File: config.mk
export PLATFORM = sky130hd
export DESIGN_NAME = signed_integer_to_ascii_digits_flat
export DESIGN_NICKNAME = d
export VERILOG_FILES = /design/src/sv/sitoa_pkg.sv /design/src/sv/sitoa_in_if.sv /design/src/sv/sitoa_out_if.sv /design/src/sv/sitoa_div.sv /design/src/sv/sitoa_stack.sv /design/src/sv/signed_integer_to_ascii_digits.sv /design/src/flat_wrapper.sv
export VERILOG_INCLUDE_DIRS = /design/src /design/src/sv
export SDC_FILE = /design/constraint.sdc
export NUM_CORES = 1
export LEC_CHECK = 0
export BUFFER_PORTS_ARGS = -buffer_cell sky130_fd_sc_hd__buf_2
export CAP_MARGIN = 20
export CORE_MARGIN = 2
export CORE_UTILIZATION = 68
export CTS_BUF_LIST = sky130_fd_sc_hd__clkbuf_2 sky130_fd_sc_hd__clkbuf_4 sky130_fd_sc_hd__clkbuf_8
export CTS_CLUSTER_SIZE = 16
export DETAILED_ROUTE_END_ITERATION = 10
export GPL_TIMING_DRIVEN = 0
export PLACE_DENSITY_LB_ADDON = 0.25
export SLEW_MARGIN = 20
export SYNTH_ARGS = -nofsm -noshare
export SYNTH_HDL_FRONTEND = slang
export SYNTH_SLANG_ARGS = --single-unit
File: constraint.sdc
create_clock -name clk -period 8.77 [get_ports clk]
set_clock_uncertainty 0.15 [all_clocks]
set_input_delay 1.754 -clock clk [delete_from_list [all_inputs] [get_ports clk]]
set_output_delay 1.754 -clock clk [all_outputs]
set_load 0.005 [all_outputs]
File: src/sv/signed_integer_to_ascii_digits_defines.svh
// Assertion macros shared by the integer-to-ASCII converter modules.
// Expects clk and rst (synchronous, active high) in the including module.
`ifndef SIGNED_INTEGER_TO_ASCII_DIGITS_DEFINES_SVH
`define SIGNED_INTEGER_TO_ASCII_DIGITS_DEFINES_SVH

// same-cycle implication
`define SITOA_ASSERT_NOW(label, ante, cons, msg) \
  label: assert property (@(posedge clk) disable iff (rst) (ante) |-> (cons)) \
    else $error(msg);

// next-cycle implication
`define SITOA_ASSERT_NEXT(label, ante, cons, msg) \
  label: assert property (@(posedge clk) disable iff (rst) (ante) |=> (cons)) \
    else $error(msg);

`endif

File: src/sv/sitoa_pkg.sv
// Shared constants, control/status structs and helper functions for the
// integer-to-ASCII converter. No dependencies.
package sitoa_pkg;

  localparam int VALUE_WIDTH = 32;
  localparam int RADIX_WIDTH = 5;
  localparam int DIGIT_WIDTH = 4;
  localparam int CHAR_WIDTH  = 8;

  localparam logic [RADIX_WIDTH-1:0] RADIX_RESET = 5'd10;
  localparam logic [RADIX_WIDTH-1:0] RADIX_MIN   = 5'd2;
  localparam logic [RADIX_WIDTH-1:0] RADIX_MAX   = 5'd16;

  localparam logic [CHAR_WIDTH-1:0] MINUS_CODE = 8'h2D;

  localparam logic [CHAR_WIDTH-1:0] DIGIT_CODES [16] = '{
    8'h30, 8'h31, 8'h32, 8'h33, 8'h34, 8'h35, 8'h36, 8'h37,
    8'h38, 8'h39, 8'h41, 8'h42, 8'h43, 8'h44, 8'h45, 8'h46
  };

  typedef struct packed {
    logic load;
    logic go;
  } div_ctrl_t;

  typedef struct packed {
    logic                   done;
    logic                   more;
    logic [DIGIT_WIDTH-1:0] digit;
  } div_stat_t;

  typedef struct packed {
    logic push;
    logic pop;
  } stk_ctrl_t;

  typedef struct packed {
    logic empty;
    logic last;
  } stk_stat_t;

  function automatic logic [RADIX_WIDTH-1:0] eff_radix(input logic [RADIX_WIDTH-1:0] r);
    logic [RADIX_WIDTH-1:0] res;
    res = r;
    if (r < RADIX_MIN) res = RADIX_MIN;
    if (r > RADIX_MAX) res = RADIX_MAX;
    return res;
  endfunction

  function automatic logic [CHAR_WIDTH-1:0] digit_char(input logic [DIGIT_WIDTH-1:0] d);
    return DIGIT_CODES[d];
  endfunction

endpackage

File: src/sv/sitoa_in_if.sv
// Input channel: valid/ready handshake carrying one signed integer.
// Width follows the converter's VALUE_WIDTH.
interface sitoa_in_if #(
  parameter int WIDTH = sitoa_pkg::VALUE_WIDTH
);
  logic                    valid;
  logic                    ready;
  logic signed [WIDTH-1:0] value;

  modport source (output valid, output value, input ready);
  modport sink (input valid, input value, output ready);
endinterface

File: src/sv/sitoa_out_if.sv
// Output channel: valid/ready handshake carrying one ASCII character and
// its end-of-run flag. Uses sitoa_pkg for the character width.
interface sitoa_out_if;
  logic                               valid;
  logic                               ready;
  logic [sitoa_pkg::CHAR_WIDTH-1:0]   character;
  logic                               last;

  modport source (output valid, output character, output last, input ready);
  modport sink (input valid, input character, input last, output ready);
endinterface

File: src/sv/sitoa_div.sv
// Bit-serial restoring divider: one quotient bit per cycle, quotient kept
// in place for the next digit. Uses sitoa_pkg structs and widths.
`include "signed_integer_to_ascii_digits_defines.svh"

module sitoa_div #(
  parameter int WIDTH = sitoa_pkg::VALUE_WIDTH
) (
  input  logic                                 clk,
  input  logic                                 rst,
  input  sitoa_pkg::div_ctrl_t                 ctrl,
  input  logic [WIDTH-1:0]                     dividend,
  input  logic [sitoa_pkg::RADIX_WIDTH-1:0]    divisor,
  output sitoa_pkg::div_stat_t                 stat
);

  localparam int CW = (WIDTH > 1) ? $clog2(WIDTH) : 1;
  localparam logic [CW-1:0] LAST_BIT = CW'(WIDTH - 1);

  logic [WIDTH-1:0]                      mag;
  logic [sitoa_pkg::DIGIT_WIDTH-1:0]     rem;
  logic [sitoa_pkg::RADIX_WIDTH-1:0]     div;
  logic [CW-1:0]                         cnt;
  logic                                  busy;
  logic                                  done;
  logic                                  nz;

  logic [sitoa_pkg::RADIX_WIDTH-1:0]     rem_sh;
  logic                                  qbit;
  logic [sitoa_pkg::RADIX_WIDTH-1:0]     rem_next;

  always_comb begin
    rem_sh   = {rem, mag[WIDTH-1]};
    qbit     = (rem_sh >= div);
    rem_next = qbit ? (rem_sh - div) : rem_sh;
  end

  always_ff @(posedge clk) begin
    if (rst) begin
      busy <= 1'b0;
      done <= 1'b0;
    end else begin
      if (ctrl.load) begin
        mag  <= dividend;
        div  <= divisor;
        rem  <= '0;
        cnt  <= '0;
        nz   <= 1'b0;
        busy <= 1'b1;
        done <= 1'b0;
      end else if (ctrl.go) begin
        rem  <= '0;
        cnt  <= '0;
        nz   <= 1'b0;
        busy <= 1'b1;
        done <= 1'b0;
      end else if (busy) begin
        mag  <= {mag[WIDTH-2:0], qbit};
        rem  <= rem_next[sitoa_pkg::DIGIT_WIDTH-1:0];
        nz   <= nz | qbit;
        cnt  <= cnt + 1'b1;
        done <= (cnt == LAST_BIT);
        if (cnt == LAST_BIT) begin
          busy <= 1'b0;
        end
      end else begin
        done <= 1'b0;
      end
    end
  end

  assign stat.done  = done;
  assign stat.more  = nz;
  assign stat.digit = rem;

  `SITOA_ASSERT_NOW(a_rem_below_radix, done, {1'b0, rem} < div, "remainder not below radix")
  `SITOA_ASSERT_NEXT(a_done_ends_pass, done, !busy || ctrl.load || ctrl.go || $past(ctrl.go), "divider busy after done without restart")

endmodule

File: src/sv/sitoa_stack.sv
// Digit stack built as a shift line: push shifts up, pop shifts down, the
// top entry sits at a fixed tap. Uses sitoa_pkg structs and widths.
`include "signed_integer_to_ascii_digits_defines.svh"

module sitoa_stack #(
  parameter int DEPTH = sitoa_pkg::VALUE_WIDTH
) (
  input  logic                               clk,
  input  logic                               rst,
  input  sitoa_pkg::stk_ctrl_t               ctrl,
  input  logic [sitoa_pkg::DIGIT_WIDTH-1:0]  push_digit,
  output logic [sitoa_pkg::DIGIT_WIDTH-1:0]  top,
  output sitoa_pkg::stk_stat_t               stat
);

  localparam int CW = $clog2(DEPTH + 1);

  logic [sitoa_pkg::DIGIT_WIDTH-1:0] entries [DEPTH];
  logic [CW-1:0]                     cnt;

  always_ff @(posedge clk) begin
    if (ctrl.push) begin
      entries[0] <= push_digit;
      for (int i = 1; i < DEPTH; i++) begin
        entries[i] <= entries[i-1];
      end
    end else if (ctrl.pop) begin
      for (int i = 0; i < DEPTH - 1; i++) begin
        entries[i] <= entries[i+1];
      end
    end
  end

  always_ff @(posedge clk) begin
    if (rst) begin
      cnt <= '0;
    end else if (ctrl.push) begin
      cnt <= cnt + 1'b1;
    end else if (ctrl.pop) begin
      cnt <= cnt - 1'b1;
    end
  end

  assign top        = entries[0];
  assign stat.empty = (cnt == '0);
  assign stat.last  = (cnt == CW'(1));

  `SITOA_ASSERT_NOW(a_no_overflow, ctrl.push, cnt < CW'(DEPTH), "push onto full digit stack")
  `SITOA_ASSERT_NOW(a_no_underflow, ctrl.pop, cnt != '0, "pop from empty digit stack")
  `SITOA_ASSERT_NOW(a_push_pop_excl, ctrl.push, !ctrl.pop, "push and pop in one cycle")

endmodule

File: src/sv/signed_integer_to_ascii_digits.sv
// Operation: each digit takes one full division pass of the magnitude by the radix;
// the digits then pass from the stack through the output register, one character per
// cycle while the sink is ready; a sign adds one character, sent first.
// Values: one value at a time, the next value is taken once the last character
// is in the output register.
// Reset: synchronous, active high; clears control state, radix returns to 10.
`include "signed_integer_to_ascii_digits_defines.svh"

module signed_integer_to_ascii_digits #(
  parameter int VALUE_WIDTH = sitoa_pkg::VALUE_WIDTH
) (
  input  logic                              clk,
  input  logic                              rst,
  input  logic                              radix_wr_en,
  input  logic [sitoa_pkg::RADIX_WIDTH-1:0] radix_wr_data,
  sitoa_in_if.sink                          number,
  sitoa_out_if.source                       text
);

  typedef enum logic [1:0] {
    S_IDLE,
    S_DIV,
    S_SIGN,
    S_EMIT
  } state_t;

  state_t                              state;
  logic [sitoa_pkg::RADIX_WIDTH-1:0]   radix;
  logic                                negative;
  logic                                out_valid;
  logic [sitoa_pkg::CHAR_WIDTH-1:0]    out_char;
  logic                                out_last;

  logic [VALUE_WIDTH-1:0]              magnitude;
  logic                                out_free;
  logic                                out_load;
  sitoa_pkg::div_ctrl_t                div_ctrl;
  sitoa_pkg::div_stat_t                div_stat;
  sitoa_pkg::stk_ctrl_t                stk_ctrl;
  sitoa_pkg::stk_stat_t                stk_stat;
  logic [sitoa_pkg::DIGIT_WIDTH-1:0]   stk_top;

  always_ff @(posedge clk) begin
    if (rst) begin
      radix <= sitoa_pkg::RADIX_RESET;
    end else if (radix_wr_en) begin
      radix <= radix_wr_data;
    end
  end

  always_comb begin
    magnitude = number.value[VALUE_WIDTH-1] ? (~number.value + 1'b1) : number.value;
    out_free  = !out_valid || text.ready;
    out_load  = 1'b0;
    div_ctrl  = '0;
    stk_ctrl  = '0;
    unique case (state)
      S_IDLE: begin
        div_ctrl.load = number.valid;
      end
      S_DIV: begin
        if (div_stat.done) begin
          stk_ctrl.push = 1'b1;
          div_ctrl.go   = div_stat.more;
        end
      end
      S_SIGN: begin
        out_load = out_free;
      end
      S_EMIT: begin
        out_load     = out_free;
        stk_ctrl.pop = out_free;
      end
      default: begin
      end
    endcase
  end

  always_ff @(posedge clk) begin
    if (rst) begin
      state     <= S_IDLE;
      out_valid <= 1'b0;
    end else begin
      if (out_load) begin
        out_valid <= 1'b1;
      end else if (text.ready) begin
        out_valid <= 1'b0;
      end
      unique case (state)
        S_IDLE: begin
          if (number.valid) begin
            negative <= number.value[VALUE_WIDTH-1];
            state    <= S_DIV;
          end
        end
        S_DIV: begin
          if (div_stat.done && !div_stat.more) begin
            state <= negative ? S_SIGN : S_EMIT;
          end
        end
        S_SIGN: begin
          if (out_free) begin
            out_char  <= sitoa_pkg::MINUS_CODE;
            out_last  <= 1'b0;
            state     <= S_EMIT;
          end
        end
        S_EMIT: begin
          if (out_free) begin
            out_char  <= sitoa_pkg::digit_char(stk_top);
            out_last  <= stk_stat.last;
            if (stk_stat.last) begin
              state <= S_IDLE;
            end
          end
        end
        default: begin
          state <= S_IDLE;
        end
      endcase
    end
  end

  sitoa_div #(
    .WIDTH (VALUE_WIDTH)
  ) u_div (
    .clk      (clk),
    .rst      (rst),
    .ctrl     (div_ctrl),
    .dividend (magnitude),
    .divisor  (sitoa_pkg::eff_radix(radix)),
    .stat     (div_stat)
  );

  sitoa_stack #(
    .DEPTH (VALUE_WIDTH)
  ) u_stack (
    .clk        (clk),
    .rst        (rst),
    .ctrl       (stk_ctrl),
    .push_digit (div_stat.digit),
    .top        (stk_top),
    .stat       (stk_stat)
  );

  assign number.ready   = (state == S_IDLE);
  assign text.valid     = out_valid;
  assign text.character = out_char;
  assign text.last      = out_last;

  `SITOA_ASSERT_NOW(a_accept_empty, number.valid && number.ready, stk_stat.empty, "value taken with digits pending")
  `SITOA_ASSERT_NOW(a_char_legal, out_valid, (out_char >= 8'h30 && out_char <= 8'h39) || (out_char >= 8'h41 && out_char <= 8'h46) || out_char == sitoa_pkg::MINUS_CODE, "illegal output character")

endmodule
File: src/flat_wrapper.sv
// flat-port wrapper written by rule: the top's interface ports become plain ports
module signed_integer_to_ascii_digits_flat 
#(
  parameter int VALUE_WIDTH = sitoa_pkg::VALUE_WIDTH
)
  (clk, rst, radix_wr_en, radix_wr_data, number_valid, number_value, number_ready, text_valid, text_character, text_last, text_ready);
  sitoa_in_if number_i ();
  sitoa_out_if text_i ();
  input  logic clk;
  input  logic rst;
  input  logic radix_wr_en;
  input  logic [sitoa_pkg::RADIX_WIDTH-1:0] radix_wr_data;
  input wire logic [$bits(number_i.valid)-1:0] number_valid;
  input wire logic [$bits(number_i.value)-1:0] number_value;
  output wire logic [$bits(number_i.ready)-1:0] number_ready;
  output wire logic [$bits(text_i.valid)-1:0] text_valid;
  output wire logic [$bits(text_i.character)-1:0] text_character;
  output wire logic [$bits(text_i.last)-1:0] text_last;
  input wire logic [$bits(text_i.ready)-1:0] text_ready;
  assign number_i.valid = number_valid;
  assign number_i.value = number_value;
  assign number_ready = number_i.ready;
  assign text_valid = text_i.valid;
  assign text_character = text_i.character;
  assign text_last = text_i.last;
  assign text_i.ready = text_ready;
  signed_integer_to_ascii_digits #(.VALUE_WIDTH(VALUE_WIDTH)) u_core (.clk(clk), .rst(rst), .radix_wr_en(radix_wr_en), .radix_wr_data(radix_wr_data), .number(number_i), .text(text_i));
endmodule
==> results.md <==
- The run finished with clean final reports.
- The initial antenna violation count is 0.
- The H-tree was split into 4 levels.
- The highest clock rate is 0.2743 GHz.
- For the worst setup path, the data required time is 8820 ps.
- Setup slack on the critical path of the routed design comes to 5124 ps.
- The transition at the pin with the smallest max-transition slack is 840.9 ps.
- From bottom edge to top edge, the die measures 121.2 um.
- The number of instances in the synthesized netlist is 780.
- Clock-pin slew was measured on the worst setup and hold paths at 90 ps.
- The number of hold buffers added after CTS is 0.
- The register area share after synthesis is 0.6256.
- The cell taking the most area after synthesis is edfxtp_1.
- Detailed routing placed a total of 9.084 mm of wire on met2.
- For this block, the routed nets add up to 17.66 mm of wire.
- The most repeated cell in the gate-level netlist after synthesis is nand2_1.
- Once layout is done, the placed cells without fillers occupy 0.01023 mm2.
- The first global-routing pass estimated 28.93 mm of wire.
- The post-placement cell count is 1009.
- Counting flops with an async set or reset pin after synthesis yields a share of 0.
- For this run, the slowest stage of the critical path takes 580 ps.
- Row generation in the floorplan step produced 42 rows.
- The worst-case IR drop observed on VDD is 128.7 uV.
- The final cycle utilization of the critical path is 0.4157.
- The post-layout instance count excluding filler cells is 1041.
- After detailed routing, the wire length on met1 is 7.302 mm.
- The routed via count divided by cell count is 5.930.
- The hold violation count in the final report came to 0.
- The standard cell with the maximum stage delay on the critical path is nor4_1.
- The first TritonRoute pass finished after 5 iterations.
- After synthesis, the netlist uses 46 different library cells.
- By count the netlist is led by nand2_1, edfxtp_1, mux2_2, o21ai_0, nor2_1.
- After floorplanning, the core was sized to cover 0.01335 mm2.
- By startpoint and endpoint, the worst setup path is classified as in2reg.
- Of all nets on the critical path, the largest fanout is 7.
- The uppermost layer routed is met4.
- The flip-flop cell with the highest count after synthesis is edfxtp_1.
- The source-to-sink clock delay at the later pin of the worst-skew pair is 460 ps.
- The final net count is 913.
- The maximum root-to-sink buffer count is 2.
- After synthesis, the cell types taking the most area are edfxtp_1, mux2_2, nand2_1, dfxtp_1, xor2_1.
- Dividing the synthesized area by the synthesized cell count gives 11.98 um2.
- Clock tree synthesis inserted a total of 17 buffers.
- The mapped cell area is 0.009344 mm2.
- The number of buffers inserted to repair setup after CTS is 0.
- In this run, the number of DRC markers left after iteration 0 of detailed routing was 541.
- TritonCTS built the clock tree.
- The starting utilization of the core area is 0.7000.
- The total number of vias is 6173.
- The die area is 0.01469 mm2.
- Of the cells placed in the final design, the portion with a size suffix greater than 1 is 0.1873.
- The number of flops mapped to enable cells by yosys is 184.
- The tool flagged a number of max-cap violations equal to 0.
- The count of state elements after synthesis is 200.
- The clock sink count is 200.
- The pin count of the biggest net entering global routing is 57.
- The die extent in x is 121.2 um.
- The synthesized net count is 841.
- Measured against its own limit, the worst slew margin works out to 0.4374.
- The synthesis warning total is 0.
- The leakage dissipation is 3.818 nW.
- For the finished layout, the period the worst path requires is 3646 ps.
- The number of cells upsized or downsized after cts is 0.
- Setup repair after global routing left no endpoint under its margin.
- After detailed routing, the average wire length per cell comes to 16.96 um.
- The share of the core filled with cells is 0.7668.
- Clock tree synthesis selected as its root buffer the cell clkbuf_8.
- STA classifies the critical path startpoint as a primary input.
- The instance area at placement is 0.009908 mm2.
- Data on the critical path arrives at its endpoint at 3690 ps.
- The setup total negative slack is 0 ps.
- The detail route stage leaves a number of antenna-violating nets equal to 0.
- Setup violations remaining at the end of the flow were counted as 0.
- The pre-CTS setup slack is 4673 ps.
- STA classifies the critical path endpoint as a flip-flop.
- Traced cell by cell, the critical path runs through buf_2 > nor4_1 > nand3_1 > o41ai_1 > xor2_1 > o21ai_0.
- 53 I/O pins were placed.
- The detailed route wirelength on metal3 is 1.020 mm.
- The tightest min-delay check is of the reg2reg type.
- The total half-perimeter wirelength after legalization and detailed placement is 12.67 mm.
- The total routing usage reported by global routing is 0.2527.
- Of the post-synthesis cell area, the dominant cell type holds 0.5913.
- After detailed routing, the number of remaining DRC violations is 0.
- The total grt overflow is 0.
- In this run the power density over the cells is 223.0 mW/mm2.
- The number of global-route vias before repair came to 6158.
- The count of buffers from port buffering is 50.
- The number of max-slew violations in the final report is 0.
- 0 antenna diodes ended up in the layout.
- At the end of routability-driven placement, the weighted congestion stood at 0.8110.
- The area overhead of the layout relative to synthesis is 9.534%.
==> critical path, delay by kind of cell <==
kind	cells	cell delay [ps]
AO/OA/AOI/OAI	2	650
XOR/XNOR	1	180
buffers and inverters	1	120
AND/OR/NAND/NOR	2	990
==> where the power goes <==
part	internal, mW	leakage (nW)	switching [mW]
Sequential	1.23	1.80	0.0666
Clock	0.195	0.164	0.311
Combinational	0.196	1.85	0.284
Total	1.62	3.82	0.661
==> through the flow <==
stage | total power [mW] | hold slack (ps)
after floorplan | 1.640 | 276.2
after global placement | 1.745 | 282.0
after detailed placement | 1.794 | 290.2
after CTS | 2.287 | 321.1
after global routing | 2.397 | 325.0
final | 2.282 | 319.9
==> placed cells by master, fill, tap and decap left out, types with 2 or more instances in the layout <==
cell type   synthesis  layout
nand2_1           210     209
edfxtp_1          184     184
mux2_2             73      73
buf_2               0      50
o21ai_0            45      45
nor2_1             34      34
xor2_1             28      28
clkbuf_1           25      25
inv_1              21      21
ha_1               18      18
clkbuf_8            0      17
dfxtp_1            16      16
buf_1              11      11
xnor2_1            11      11
o31ai_1            11      11
o41ai_1             9       9
mux2i_1             8       8
nor2b_1             7       7
nand3_1             6       6
nor4_1              5       5
a21oi_1             6       5
nand2b_1            5       5
clkinv_2            0       5
nor3_1              4       4
or4_1               4       4
and3_1              3       3
a211oi_1            3       3
nor3b_1             3       3
a31oi_1             3       3
nand4_1             3       3
or3_1               3       3
clkinv_1            0       3
clkinvlp_4          0       3
and2_1              2       2
a211o_1             2       2
o22ai_1             2       2
clkinv_4            0       2
buf_16              0       2
==> registers in the layout, indices dropped and copies added, names as in the netlist <==
signal                  flops
u_core.text.last            1
u_core.u_div.div            5
u_core.negative             1
u_core.state                2
u_core.u_div.nz             1
u_core.u_div.busy           1
u_core.u_div.done           1
u_core.text.valid           1
u_core.u_div.rem            4
u_core.u_div.mag           32
u_core.u_div.cnt            5
u_core.u_stack.cnt          6
u_core.radix                5
u_core.text.character       7
u_core.u_stack.entries    128
==> metal layers <==
layer | up-vias | track usage
met3 | 25 | 0.04699
li1 | 2923 | -
met5 | - | 0
met2 | 229 | 0.4298
met1 | 2996 | 0.3279
met4 | 0 | 0.08980
==> cell type report <==
cell class	count	area [um2]
clock inverters	14	85.08
inverters	21	78.83
fillers	830	3113
plain buffers	38	153.9
repair buffers	53	325.3
well taps	176	220.2
multi-input cells	521	3284
clock buffers	18	241.5
flip-flops and latches	200	5846
==> cell families after synthesis <==
| logic type | synth area share |
|---|---|
| muxes | 0.09655 |
| and+or+nand+nor | 0.1334 |
| xor gates and xnor gates | 0.03656 |
| adders and majority gates | 0.02625 |
| buffers and inverters | 0.02491 |
| other | 0.0004013 |
| DFF | 0.6256 |
| AOI/OAI and AO/OA | 0.05638 |
==> worst paths after layout <==
path                            slack, ps                                  endpoint                                startpoint  cells after the start
worst min register to register        320  u_core.u_stack.entries[0][126]$_DFFE_PP_  u_core.u_stack.entries[0][122]$_DFFE_PP_                      0
worst max register to register       5820         u_core.u_div.rem[2]$_SDFFCE_PP0P_              u_core.state[1]$_SDFFE_PP0P_                      9
worst max-delay path                 5120            u_core.u_div.mag[18]$_DFFE_PP_                          number_value[10]                      6
worst min-delay path                  320  u_core.u_stack.entries[0][126]$_DFFE_PP_  u_core.u_stack.entries[0][122]$_DFFE_PP_                      0
No activity file was read; power rests on OpenSTA's default activity.
